## src/hdl/lae_pkg.sv

```systemverilog
`timescale 1ns / 1ps
// ---------------------------------------------------------------------------
// lae_pkg: shared types and constants for the linear ADSR envelope core
// Function codes, register indexes, sequencer states and reset values.
// ---------------------------------------------------------------------------
package lae_pkg;

	localparam int DEF_TIME_BITS  = 32;
	localparam int DEF_LEVEL_BITS = 16;

	localparam int FUNC_BITS      = 2;
	localparam int TICK_BITS      = 24;
	localparam int CFG_INDEX_BITS = 3;
	localparam int CFG_DATA_BITS  = TICK_BITS;
	localparam int IN_TIME_BITS   = 32;  // tick time arrives as a 32-bit counter
	localparam int CFG_LEVEL_BITS = 16;  // level registers take 16 bits of data

	localparam logic [TICK_BITS-1:0] ATTACK_RESET  = 24'd4800;
	localparam logic [TICK_BITS-1:0] DECAY_RESET   = 24'd4800;
	localparam logic [TICK_BITS-1:0] RELEASE_RESET = 24'd9600;
	localparam logic [CFG_LEVEL_BITS-1:0] SUSTAIN_RESET = 16'd52428;
	localparam logic [CFG_LEVEL_BITS-1:0] PEAK_RESET    = 16'd65535;

	typedef enum logic [FUNC_BITS-1:0] {
		FUNC_SAMPLE   = 2'd0,
		FUNC_NOTE_ON  = 2'd1,
		FUNC_NOTE_OFF = 2'd2,
		FUNC_RESET    = 2'd3
	} func_t;

	typedef enum logic [CFG_INDEX_BITS-1:0] {
		REG_ATTACK  = 3'd0,
		REG_DECAY   = 3'd1,
		REG_SUSTAIN = 3'd2,
		REG_RELEASE = 3'd3,
		REG_PEAK    = 3'd4
	} cfg_reg_t;

	typedef enum logic [2:0] {
		S_IDLE,
		S_EVAL,
		S_MUL,
		S_DIV,
		S_DONE
	} state_t;

	// How the quotient combines with the base level
	typedef enum logic [1:0] {
		MODE_DIRECT,
		MODE_ADD,
		MODE_SUB
	} mode_t;

endpackage

```

## src/hdl/lae_div.sv

```systemverilog
`timescale 1ns / 1ps
// ---------------------------------------------------------------------------
// lae_div: shared restoring divider
// One quotient bit per cycle. The caller guarantees the quotient fits in
// QUO_BITS bits, so the upper dividend bits seed the partial remainder.
// ---------------------------------------------------------------------------
module lae_div #(
	parameter int DEN_BITS = lae_pkg::TICK_BITS,
	parameter int QUO_BITS = lae_pkg::DEF_LEVEL_BITS
) (
	input  logic                         clk,
	input  logic                         arst_n,
	input  logic                         start,
	input  logic [DEN_BITS+QUO_BITS-1:0] dividend,
	input  logic [DEN_BITS-1:0]          divisor,
	output logic                         done,
	output logic [QUO_BITS-1:0]          quotient
);

	localparam int CntBits = $clog2(QUO_BITS + 1);

	logic                busy_q;
	logic                done_q;
	logic [CntBits-1:0]  cnt_q;
	logic [DEN_BITS-1:0] rem_q;
	logic [DEN_BITS-1:0] den_q;
	logic [QUO_BITS-1:0] quo_q;

	logic [DEN_BITS:0]   cand;
	logic [DEN_BITS:0]   diff;
	logic                ge;

	// Shift the next dividend bit into the remainder and try the subtract
	always_comb begin
		cand = {rem_q, quo_q[QUO_BITS-1]};
		diff = cand - {1'b0, den_q};
		ge   = (cand >= {1'b0, den_q});
	end

	always_ff @(posedge clk or negedge arst_n) begin
		if (!arst_n) begin
			busy_q <= 1'b0;
			done_q <= 1'b0;
			cnt_q  <= '0;
		end else begin
			// flag the cycle after the last quotient bit
			done_q <= !start && busy_q && (cnt_q == CntBits'(1));
			if (start) begin
				busy_q <= 1'b1;
				cnt_q  <= CntBits'(QUO_BITS);
			end else if (busy_q) begin
				cnt_q <= cnt_q - 1'b1;
				if (cnt_q == CntBits'(1)) begin
					busy_q <= 1'b0;
				end
			end
		end
	end

	always_ff @(posedge clk) begin
		if (start) begin
			rem_q <= dividend[DEN_BITS+QUO_BITS-1:QUO_BITS];
			quo_q <= dividend[QUO_BITS-1:0];
			den_q <= divisor;
		end else if (busy_q) begin
			rem_q <= ge ? diff[DEN_BITS-1:0] : cand[DEN_BITS-1:0];
			quo_q <= {quo_q[QUO_BITS-2:0], ge};
		end
	end

	assign done     = done_q;
	assign quotient = quo_q;

endmodule

```

## src/hdl/linear_adsr_envelope_core.sv

```systemverilog
`timescale 1ns / 1ps
// ---------------------------------------------------------------------------
// linear_adsr_envelope_core: linear attack/decay/sustain/release envelope
// Sequencer around one multiplier stage and a shared serial divider.
// ---------------------------------------------------------------------------
// Channel  | Handshake            | Payload
// ---------+----------------------+------------------------------------
// in       | in_valid / in_ready  | func, time_now
// out      | out_valid / out_ready| level, released
// cfg      | cfg_we               | cfg_index, cfg_data
//
// A sample on a ramp passes from acceptance through the evaluate, multiply,
// divide and done states, the divider producing one quotient bit a cycle.
// Flat samples and the note on, note off and reset codes skip multiply and divide.
// One transaction is in flight at a time; in_ready is high only when idle.
// A finished result waits in the output register; a new result is held back
// until that register is free. Reset restores configuration, envelope and sequencer state and out_valid.
// ---------------------------------------------------------------------------
module linear_adsr_envelope_core #(
	parameter int TIME_BITS  = lae_pkg::DEF_TIME_BITS,
	parameter int LEVEL_BITS = lae_pkg::DEF_LEVEL_BITS
) (
	input  logic                               clk,
	input  logic                               arst_n,
	input  logic                               in_valid,
	output logic                               in_ready,
	input  logic [lae_pkg::FUNC_BITS-1:0]      func,
	input  logic [TIME_BITS-1:0]               time_now,
	output logic                               out_valid,
	input  logic                               out_ready,
	output logic [LEVEL_BITS-1:0]              level,
	output logic                               released,
	input  logic                               cfg_we,
	input  logic [lae_pkg::CFG_INDEX_BITS-1:0] cfg_index,
	input  logic [lae_pkg::CFG_DATA_BITS-1:0]  cfg_data
);

	localparam int TickBits  = lae_pkg::TICK_BITS;
	localparam int CmpBits   = (TIME_BITS > TickBits + 1) ? TIME_BITS : TickBits + 1;
	localparam int InTimeW   = (TIME_BITS < lae_pkg::IN_TIME_BITS) ?
	                           TIME_BITS : lae_pkg::IN_TIME_BITS;
	localparam int CfgLevelW = (LEVEL_BITS < lae_pkg::CFG_LEVEL_BITS) ?
	                           LEVEL_BITS : lae_pkg::CFG_LEVEL_BITS;
	localparam int LowCut    = (2 ** LEVEL_BITS) / 10000;

	// Configuration registers
	logic [TickBits-1:0]   attack_q, decay_q, release_q;
	logic [LEVEL_BITS-1:0] sustain_q, peak_q;

	// Envelope state
	logic                  gate_q;
	logic [TIME_BITS-1:0]  on_q, off_q;
	logic [LEVEL_BITS-1:0] held_q, last_q;

	// Sequencer and working registers
	lae_pkg::state_t       state_q, state_d;
	lae_pkg::func_t        func_q;
	logic [TIME_BITS-1:0]  now_q;
	lae_pkg::mode_t        mode_q;
	logic [LEVEL_BITS-1:0] base_q;
	logic [TickBits-1:0]   mul_a_q;
	logic [LEVEL_BITS-1:0] mul_b_q;
	logic [TickBits-1:0]   div_den_q;

	logic                  out_valid_q;
	logic [LEVEL_BITS-1:0] level_q;
	logic                  released_q;

	// Evaluation
	lae_pkg::mode_t        ev_mode;
	logic [LEVEL_BITS-1:0] ev_base;
	logic [TickBits-1:0]   ev_a;
	logic [LEVEL_BITS-1:0] ev_b;
	logic [TickBits-1:0]   ev_den;
	logic [TIME_BITS-1:0]  elapsed;
	logic [CmpBits-1:0]    t_w, a_w, ad_w, r_w, dt_w;
	logic                  rising;

	// Control outputs of the sequencer
	logic                  accept;
	logic                  div_start;
	logic                  div_done;
	logic                  commit;
	logic [LEVEL_BITS-1:0] quotient;
	logic [TickBits+LEVEL_BITS-1:0] product;

	// Result assembly
	logic [LEVEL_BITS-1:0] lvl;
	logic [LEVEL_BITS-1:0] lvl_cut;

	assign accept = in_valid && in_ready;

	// -----------------------------------------------------------------------
	// Configuration
	// -----------------------------------------------------------------------
	always_ff @(posedge clk or negedge arst_n) begin
		if (!arst_n) begin
			attack_q  <= lae_pkg::ATTACK_RESET;
			decay_q   <= lae_pkg::DECAY_RESET;
			release_q <= lae_pkg::RELEASE_RESET;
			sustain_q <= LEVEL_BITS'(lae_pkg::SUSTAIN_RESET);
			peak_q    <= LEVEL_BITS'(lae_pkg::PEAK_RESET);
		end else if (cfg_we) begin
			unique case (lae_pkg::cfg_reg_t'(cfg_index))
				lae_pkg::REG_ATTACK:  attack_q  <= cfg_data;
				lae_pkg::REG_DECAY:   decay_q   <= cfg_data;
				lae_pkg::REG_SUSTAIN: sustain_q <= LEVEL_BITS'(cfg_data[CfgLevelW-1:0]);
				lae_pkg::REG_RELEASE: release_q <= cfg_data;
				lae_pkg::REG_PEAK:    peak_q    <= LEVEL_BITS'(cfg_data[CfgLevelW-1:0]);
				default: ;
			endcase
		end
	end

	// -----------------------------------------------------------------------
	// Phase decision: pick base level, multiplier operands and divisor
	// -----------------------------------------------------------------------
	always_comb begin
		elapsed = now_q - (gate_q ? on_q : off_q);
		t_w     = CmpBits'(elapsed);
		a_w     = CmpBits'(attack_q);
		ad_w    = CmpBits'(attack_q) + CmpBits'(decay_q);
		r_w     = CmpBits'(release_q);
		dt_w    = t_w - a_w;
		rising  = (sustain_q >= peak_q);

		ev_mode = lae_pkg::MODE_DIRECT;
		ev_base = '0;
		ev_a    = t_w[TickBits-1:0];
		ev_b    = peak_q;
		ev_den  = attack_q;

		if (gate_q) begin
			priority if (t_w <= a_w) begin
				if (attack_q == '0) begin
					ev_base = peak_q;
				end else begin
					ev_mode = lae_pkg::MODE_ADD;
				end
			end else if (t_w <= ad_w) begin
				// decay may head up or down; truncate the magnitude of the step
				ev_mode = rising ? lae_pkg::MODE_ADD : lae_pkg::MODE_SUB;
				ev_base = peak_q;
				ev_a    = dt_w[TickBits-1:0];
				ev_b    = rising ? (sustain_q - peak_q) : (peak_q - sustain_q);
				ev_den  = decay_q;
			end else begin
				ev_base = sustain_q;
			end
		end else begin
			if (t_w < r_w) begin
				ev_mode = lae_pkg::MODE_SUB;
				ev_base = held_q;
				ev_b    = held_q;
				ev_den  = release_q;
			end
		end
	end

	// -----------------------------------------------------------------------
	// Sequencer
	// -----------------------------------------------------------------------
	always_ff @(posedge clk or negedge arst_n) begin
		if (!arst_n) begin
			state_q <= lae_pkg::S_IDLE;
		end else begin
			state_q <= state_d;
		end
	end

	always_comb begin
		state_d   = state_q;
		in_ready  = 1'b0;
		div_start = 1'b0;
		commit    = 1'b0;
		unique case (state_q)
			lae_pkg::S_IDLE: begin
				in_ready = 1'b1;
				if (in_valid) begin
					state_d = lae_pkg::S_EVAL;
				end
			end
			lae_pkg::S_EVAL: begin
				if (func_q == lae_pkg::FUNC_SAMPLE && ev_mode != lae_pkg::MODE_DIRECT) begin
					state_d = lae_pkg::S_MUL;
				end else begin
					state_d = lae_pkg::S_DONE;
				end
			end
			lae_pkg::S_MUL: begin
				div_start = 1'b1;
				state_d   = lae_pkg::S_DIV;
			end
			lae_pkg::S_DIV: begin
				if (div_done) begin
					state_d = lae_pkg::S_DONE;
				end
			end
			lae_pkg::S_DONE: begin
				// hold until the output register is free
				if (!out_valid_q || out_ready) begin
					commit  = 1'b1;
					state_d = lae_pkg::S_IDLE;
				end
			end
			default: state_d = lae_pkg::S_IDLE;
		endcase
	end

	// Working registers
	always_ff @(posedge clk) begin
		if (accept) begin
			func_q <= lae_pkg::func_t'(func);
			now_q  <= TIME_BITS'(time_now[InTimeW-1:0]);
		end
		if (state_q == lae_pkg::S_EVAL) begin
			mode_q    <= ev_mode;
			base_q    <= ev_base;
			mul_a_q   <= ev_a;
			mul_b_q   <= ev_b;
			div_den_q <= ev_den;
		end
	end

	assign product = (TickBits + LEVEL_BITS)'(mul_a_q) * (TickBits + LEVEL_BITS)'(mul_b_q);

	lae_div #(
		.DEN_BITS (TickBits),
		.QUO_BITS (LEVEL_BITS)
	) u_div (
		.clk      (clk),
		.arst_n   (arst_n),
		.start    (div_start),
		.dividend (product),
		.divisor  (div_den_q),
		.done     (div_done),
		.quotient (quotient)
	);

	// -----------------------------------------------------------------------
	// Result and state update
	// -----------------------------------------------------------------------
	always_comb begin
		unique case (mode_q)
			lae_pkg::MODE_ADD: lvl = base_q + quotient;
			lae_pkg::MODE_SUB: lvl = base_q - quotient;
			default:           lvl = base_q;
		endcase
		lvl_cut = (lvl <= LEVEL_BITS'(LowCut)) ? '0 : lvl;
	end

	always_ff @(posedge clk or negedge arst_n) begin
		if (!arst_n) begin
			gate_q      <= 1'b0;
			on_q        <= '0;
			off_q       <= '0;
			held_q      <= '0;
			last_q      <= '0;
			out_valid_q <= 1'b0;
		end else begin
			if (commit) begin
				out_valid_q <= 1'b1;
			end else if (out_valid_q && out_ready) begin
				out_valid_q <= 1'b0;
			end
			if (commit) begin
				unique case (func_q)
					lae_pkg::FUNC_SAMPLE: begin
						// held level keeps the value before the low cut
						if (gate_q) begin
							held_q <= lvl;
						end
						last_q <= lvl_cut;
					end
					lae_pkg::FUNC_NOTE_ON: begin
						held_q <= '0;
						on_q   <= now_q;
						gate_q <= 1'b1;
					end
					lae_pkg::FUNC_NOTE_OFF: begin
						off_q  <= now_q;
						gate_q <= 1'b0;
					end
					default: begin
						gate_q <= 1'b0;
						last_q <= '0;
						on_q   <= '0;
						off_q  <= '0;
					end
				endcase
			end
		end
	end

	always_ff @(posedge clk) begin
		if (commit) begin
			unique case (func_q)
				lae_pkg::FUNC_SAMPLE: begin
					level_q    <= lvl_cut;
					released_q <= !gate_q;
				end
				lae_pkg::FUNC_NOTE_ON: begin
					level_q    <= last_q;
					released_q <= 1'b0;
				end
				lae_pkg::FUNC_NOTE_OFF: begin
					level_q    <= last_q;
					released_q <= 1'b1;
				end
				default: begin
					level_q    <= '0;
					released_q <= 1'b1;
				end
			endcase
		end
	end

	assign out_valid = out_valid_q;
	assign level     = level_q;
	assign released  = released_q;

	// -----------------------------------------------------------------------
	// Assertions
	// -----------------------------------------------------------------------
	a_busy_after_accept : assert property (@(posedge clk) disable iff (!arst_n)
		accept |=> !in_ready)
		else $error("block ready again straight after a transaction");

	a_done_in_div : assert property (@(posedge clk) disable iff (!arst_n)
		div_done |-> (state_q == lae_pkg::S_DIV))
		else $error("divider finished outside the divide state");

	a_released_matches_gate : assert property (@(posedge clk) disable iff (!arst_n)
		out_valid_q |-> (released_q == !gate_q))
		else $error("released flag disagrees with gate state");

	a_low_cut : assert property (@(posedge clk) disable iff (!arst_n)
		(last_q == '0) || (last_q > LEVEL_BITS'(LowCut)))
		else $error("stored level inside the low-cut band");

endmodule

```

## config.mk

```make
export PLATFORM = sky130hd
export DESIGN_NAME = linear_adsr_envelope_core
export DESIGN_NICKNAME = d
export VERILOG_FILES = /design/src/hdl/lae_pkg.sv /design/src/hdl/lae_div.sv /design/src/hdl/linear_adsr_envelope_core.sv
export SDC_FILE = /design/constraint.sdc
export NUM_CORES = 2
export LEC_CHECK = 0
export BUFFER_PORTS_ARGS = -buffer_cell sky130_fd_sc_hd__clkbuf_2
export CORE_UTILIZATION = 30
export CTS_BUF_LIST = sky130_fd_sc_hd__clkbuf_4 sky130_fd_sc_hd__clkbuf_8
export DETAILED_ROUTE_END_ITERATION = 10
export SLEW_MARGIN = 20
export SYNTH_ARGS = -nofsm -noshare
export SYNTH_HDL_FRONTEND = slang
export SYNTH_SLANG_ARGS = --single-unit
```

## constraint.sdc

```tcl
create_clock -name clk -period 6.9 [get_ports clk]
set_clock_uncertainty 0.05 [all_clocks]
set_input_delay 0.345 -clock clk [delete_from_list [all_inputs] [get_ports clk]]
set_output_delay 0.345 -clock clk [all_outputs]
set_load 0.005 [all_outputs]
```

# Yosys cells after proc, flatten, opt, wreduce, memory -nomap -nowiden
# Index checks and enable logic that the tools add are counted.
# word_totals
in_bits	66
rom_bits	0
elab_cells	147
register_bits	409
out_inout_bits	19
memories	0
latch_bits	0
ram_bits	0
# classes
n_div	0
shifts	0
n_lt_le_gt_ge	6
n_bitwise	3
n_addsub	9
mux	54
n_eq_ne	17
reduce_logical	30
multipliers	1
# ops
cell	n
2-to-1 mux 24 bit	10
2-to-1 mux 16 bit	14
one-hot mux 32 bit (2 select lines)	2
one-hot mux 16 bit (2 select lines)	3
subtractor 16 bit	3
subtractor 24 bit	2
multiplier 24 x 16 -> 40 bit	1
<= comparator 32 x 24 -> 1 bit	1
<= comparator 32 x 25 -> 1 bit	1
< comparator 32 x 24 -> 1 bit	1
2-to-1 mux 32 bit	1
subtractor 32 bit	1
adder 24 x 24 -> 25 bit	1
greater-or-equal comparator 25 x 24 -> 1 bit	1
zero test 24 bit	1
adder 16 bit	1
greater-or-equal comparator 16 bit	1
<= comparator 16 x 3 -> 1 bit (second input constant)	1
AND reduction 2 bit	8
one-hot mux 3 bit (5 select lines)	1
equality test 3 x 2 -> 1 bit (second input constant)	4
2-to-1 mux 3 bit	4
2-to-1 mux 1 bit	10
2-to-1 mux 2 bit	5
other kinds (19)	42

# Depth between registers and ports, before layout
# logic_depth
depth_word	10
mapped_depth	30
depth_no_buf	25

# Cells and area by module
# From an unflattened synthesis, not the netlist that was laid out.
# hier_totals
cells_unflattened	4052
hier_area_um2	38416.8
# by_module_without_submodules
module	instances	cells_each	area_per_inst_um2	seq_area_each_um2
linear_adsr_envelope_core	1	3682	34230.3	9168.8
lae_div	1	370	4186.5	2097.0

# Worst setup path after synthesis
# No wires, ideal clock.
# synth_path
kind	reg-to-reg
from	register mul_a_q[8]
to	register u_div.rem_q[21] (data pin)
required_ps	6543
stages_incl_launch_ff	25
path_buffers	1
period_less_slack_ps	6816
arrival_ps	6459
setup_ps	307
path_slack_ps	84
path_cell_list	edfxtp_1 > clkbuf_1 > nand2_1 > fa_1 > inv_1 > fa_1 > inv_1 > fa_1 > inv_1 > fa_1 > fa_1 > inv_1 > fa_1 > inv_1 > ha_1 > a211o_1 > a211o_1 > a211o_1 > a31oi_1 > o21ai_1 > a41oi_1 > nand2_1 > a21oi_1 > xor2_1 > a21oi_1
# synth_between
elab_chain_len	2
# synth_rtl
item	line	source
from (decl)	linear_adsr_envelope_core.sv:61	logic [TickBits-1:0] mul_a_q;
from (signal assigned)	linear_adsr_envelope_core.sv:219	mul_a_q <= ev_a;
multiplier 24 x 16 -> 40 bit	linear_adsr_envelope_core.sv:225	assign product = (TickBits + LEVEL_BITS)'(mul_a_q) * (TickBits + LEVEL_BITS)'(mul_b_q);
2-to-1 mux 24 bit	lae_div.sv:61	if (start) begin
to (signal assigned)	lae_div.sv:62	rem_q <= dividend[DEN_BITS+QUO_BITS-1:QUO_BITS];
to (signal assigned)	lae_div.sv:66	rem_q <= ge ? diff[DEN_BITS-1:0] : cand[DEN_BITS-1:0];
to (decl)	lae_div.sv:25	logic [DEN_BITS-1:0] rem_q;
# No other way between the ends.
# A chain may end at the register's enable or synchronous reset.

# Worst setup path after layout
# layout_path
from	register mul_a_q[7]
to	register u_div.rem_q[22] (data pin)
# Same word-level chain as after synthesis.

==> flow_summary.toml <==
[run_status]
status = "complete, no violations"

[global_routing]
grt_pass1_vias = 29700
grtUsageMet3_pct = 1.99
grt_pass1_wl_microns = 167000
grt_start_max_net_pins = 78
met1_usage_pct = 22.2
top_usage_layer = "met2"
grt_usage_pct = 16.5
antenna_found_initial = 7
grt_use_met2_pct = 27.8
overflow = 0

[floorplan]
start_util_pct = 30.2
core_sq_mm = 0.126
die_area_sq_mm = 0.128
io_pins = 85
rows = 130
die_w_microns = 358
die_h_microns = 358

[finish]
layout_commonest_cell = "nand2_1"
drive_gt1_share_pct = 14.1
layout_common_cells = "nand2_1 (570), inv_1 (513), ha_1 (308)"
syn2layout_area_growth_pct = 16.5
final_nets = 4993

[logic_synthesis]
ys_ff_latch = 409
syn_inst = 4021
yosysSeqAreaShare_pct = 29.6
syn_nets = 4717
yosys_warnings = 0
synth-simple-area-share_pct = 14.7
syn_area_sq_mm = 0.0380
yosys.cell_types.count = 90
synth_xor_area_share_pct = 3.66
syn_avg_cell_area_sq_um = 9.46
synth-compound-area-share_pct = 12.1
synthAdderAreaFrac_pct = 26.9
synthMuxAreaShare_pct = 6.18
synth-edff-count = 197
synth_ff_type = "edfxtp_1"
synth_top_family_by_area = "adder cells"
async_reset_ff_share_pct = 51.8

[detailed_routing]
wl_per_cell_microns = 17.6
wl_microns = 106000
drt_iter0_markers = 1886
post_drt_via_cell_ratio = 4.91
dr.pass1.iters = 5
drc = 0
via_count = 29500
postRouteAntennaNets = 0

[cts]
clockBufferDepth = 3
cts_tree = "done"
clkSinkCount = 409
insertion_delay_ps = 690
cts_made_buffers = 71
cts.htree.levels = 3
root_buffer = "clkbuf_8"
path_clk_slew_ps = 70

[critical_path]
setup.worst_path.start_class = "flip-flop"
r2r_start = "mul_a_q[7]"
endpoint_kind = "flip-flop"
path_max_fanout = 6
cp-startpoint = "mul_a_q[7]"
path_class = "flip-flop to flip-flop"
cp.required_ps = 7260
cp.arrival_ps = 7100

[sta]
fin_crit_sh_pct = 97.8
setup_viol = 0
slew_headroom_pct = 27.5
worst-slew-pin-transition_ps = 1090
grt_setup_unrepaired = "true"
drv_slew = 0
finalCriticalPeriod_ps = 6750
fmax_ghz = 0.148
finalHoldViolations = 0
setup_tns_ps = 0

[place]
place_hpwl_microns = 80700
gp_congestion = 0.912
port_buffers = 84

[job]
maxCapViolCount = 0

[hold_path]
hp-class = "input pin to asynchronous set/reset pin"
## cell families after synthesis
group	count (synthesis)
buffers and inverters	682
AND/OR/NAND/NOR	1199
AO/OA/AOI/OAI	715
flip-flops	409
multiplexers	227
adder cells (fa/ha/maj)	630
XOR/XNOR	159
## cells in the mapped netlist, types with 105 or more instances
library cell  number  area [sq um]
nor2_1           139           522
fa_1             313          6270
edfxtp_1         197          5920
a21oi_1          190           951
ha_1             317          3970
inv_1            520          1950
mux2i_1          164          1640
clkbuf_1         138           518
and2_1           167          1040
nand3_1          105           526
o21ai_0          162           811
dfrtp_1          176          4400
nand2_1          573          2150
## final cells by class
class                      count  area [sq um]
antenna                        5          12.5
clock buffer                 101          1250
clock inverter                28           226
fill                       12700         81400
inverter                     521          1960
multi-input combinational   2930         24500
sequential                   409         11300
tap                         1650          2060
timing repair buffer         364          3000
## sequential cells by signal, indices dropped and copies added (netlist names), 2 cells and up
signal and cells:
last_q 16, decay_q 24, u_div.quotient 16, mul_b_q 16, attack_q 24, func_q 2, mul_a_q 24, u_div.cnt_q 5
u_div.den_q 24, mode_q 2, held_q 16, now_q 32, state_q 3, sustain_q 16, off_q 32, level 16
u_div.rem_q 24, peak_q 16, on_q 32, div_den_q 24, base_q 16, release_q 24
## what timing repair did
action,in CTS,in global routing
pin swaps,0,53
setup endpoints to repair,7,30
gates cloned,0,1
gates resized for setup,4,87
hold endpoints to repair,187,0
buffers inserted,3,33
hold buffers,61,0
## worst paths after layout
path,slack (ps),depth (start not counted),endpoint
max,150,25,u_div.rem_q[22]
min,190,2,off_q[24]
max reg2reg,150,25,u_div.rem_q[22]
min reg2reg,360,0,u_div.den_q[20]
max in group asynchronous,5170,3,gate_q
min in group clk,240,5,peak_q[0]
## worst max-delay path: stages, from the launching register on
cell,delay (ps)
edfxtp_1,510
and2_4,220
fa_1,530
inv_1,50
fa_1,470
fa_2,540
inv_1,40
fa_1,470
fa_1,550
inv_1,50
fa_1,550
inv_1,50
ha_1,290
o21a_1,160
o21ai_2,90
buf_4,150
buf_4,130
o21ai_2,130
a21bo_4,270
nor2_4,130
a2111oi_4,80
buf_4,160
or3_1,370
a31oi_2,150
xnor2_1,150
a22oi_1,110
## per-stage QoR
stage / std cells / hold slack [ps] / cell area, sq um / util (%) / setup WS (ps)
after floorplan: 4021 / -0.591 / 38000 / - / 84.3
after global placement: 5776 / 326 / 41500 / 33.0 / -117
after detailed placement: 5776 / 326 / 41500 / 33.0 / -110
after CTS: 5969 / 151 / 43600 / 34.7 / 0.429
after global routing: 6006 / 209 / 44300 / 35.2 / -117
final: 6008 / 189 / 44300 / 35.2 / 153
## per-layer routing
layer	vias up	part of all wire, %
met5	-	0.012
li1	14100	-
met2	747	48
met4	2	2.6
met3	155	5.1
met1	14500	45
Power is not shown: default switching activity piles up to over one toggle a cycle in this logic, so the estimate is an artifact.
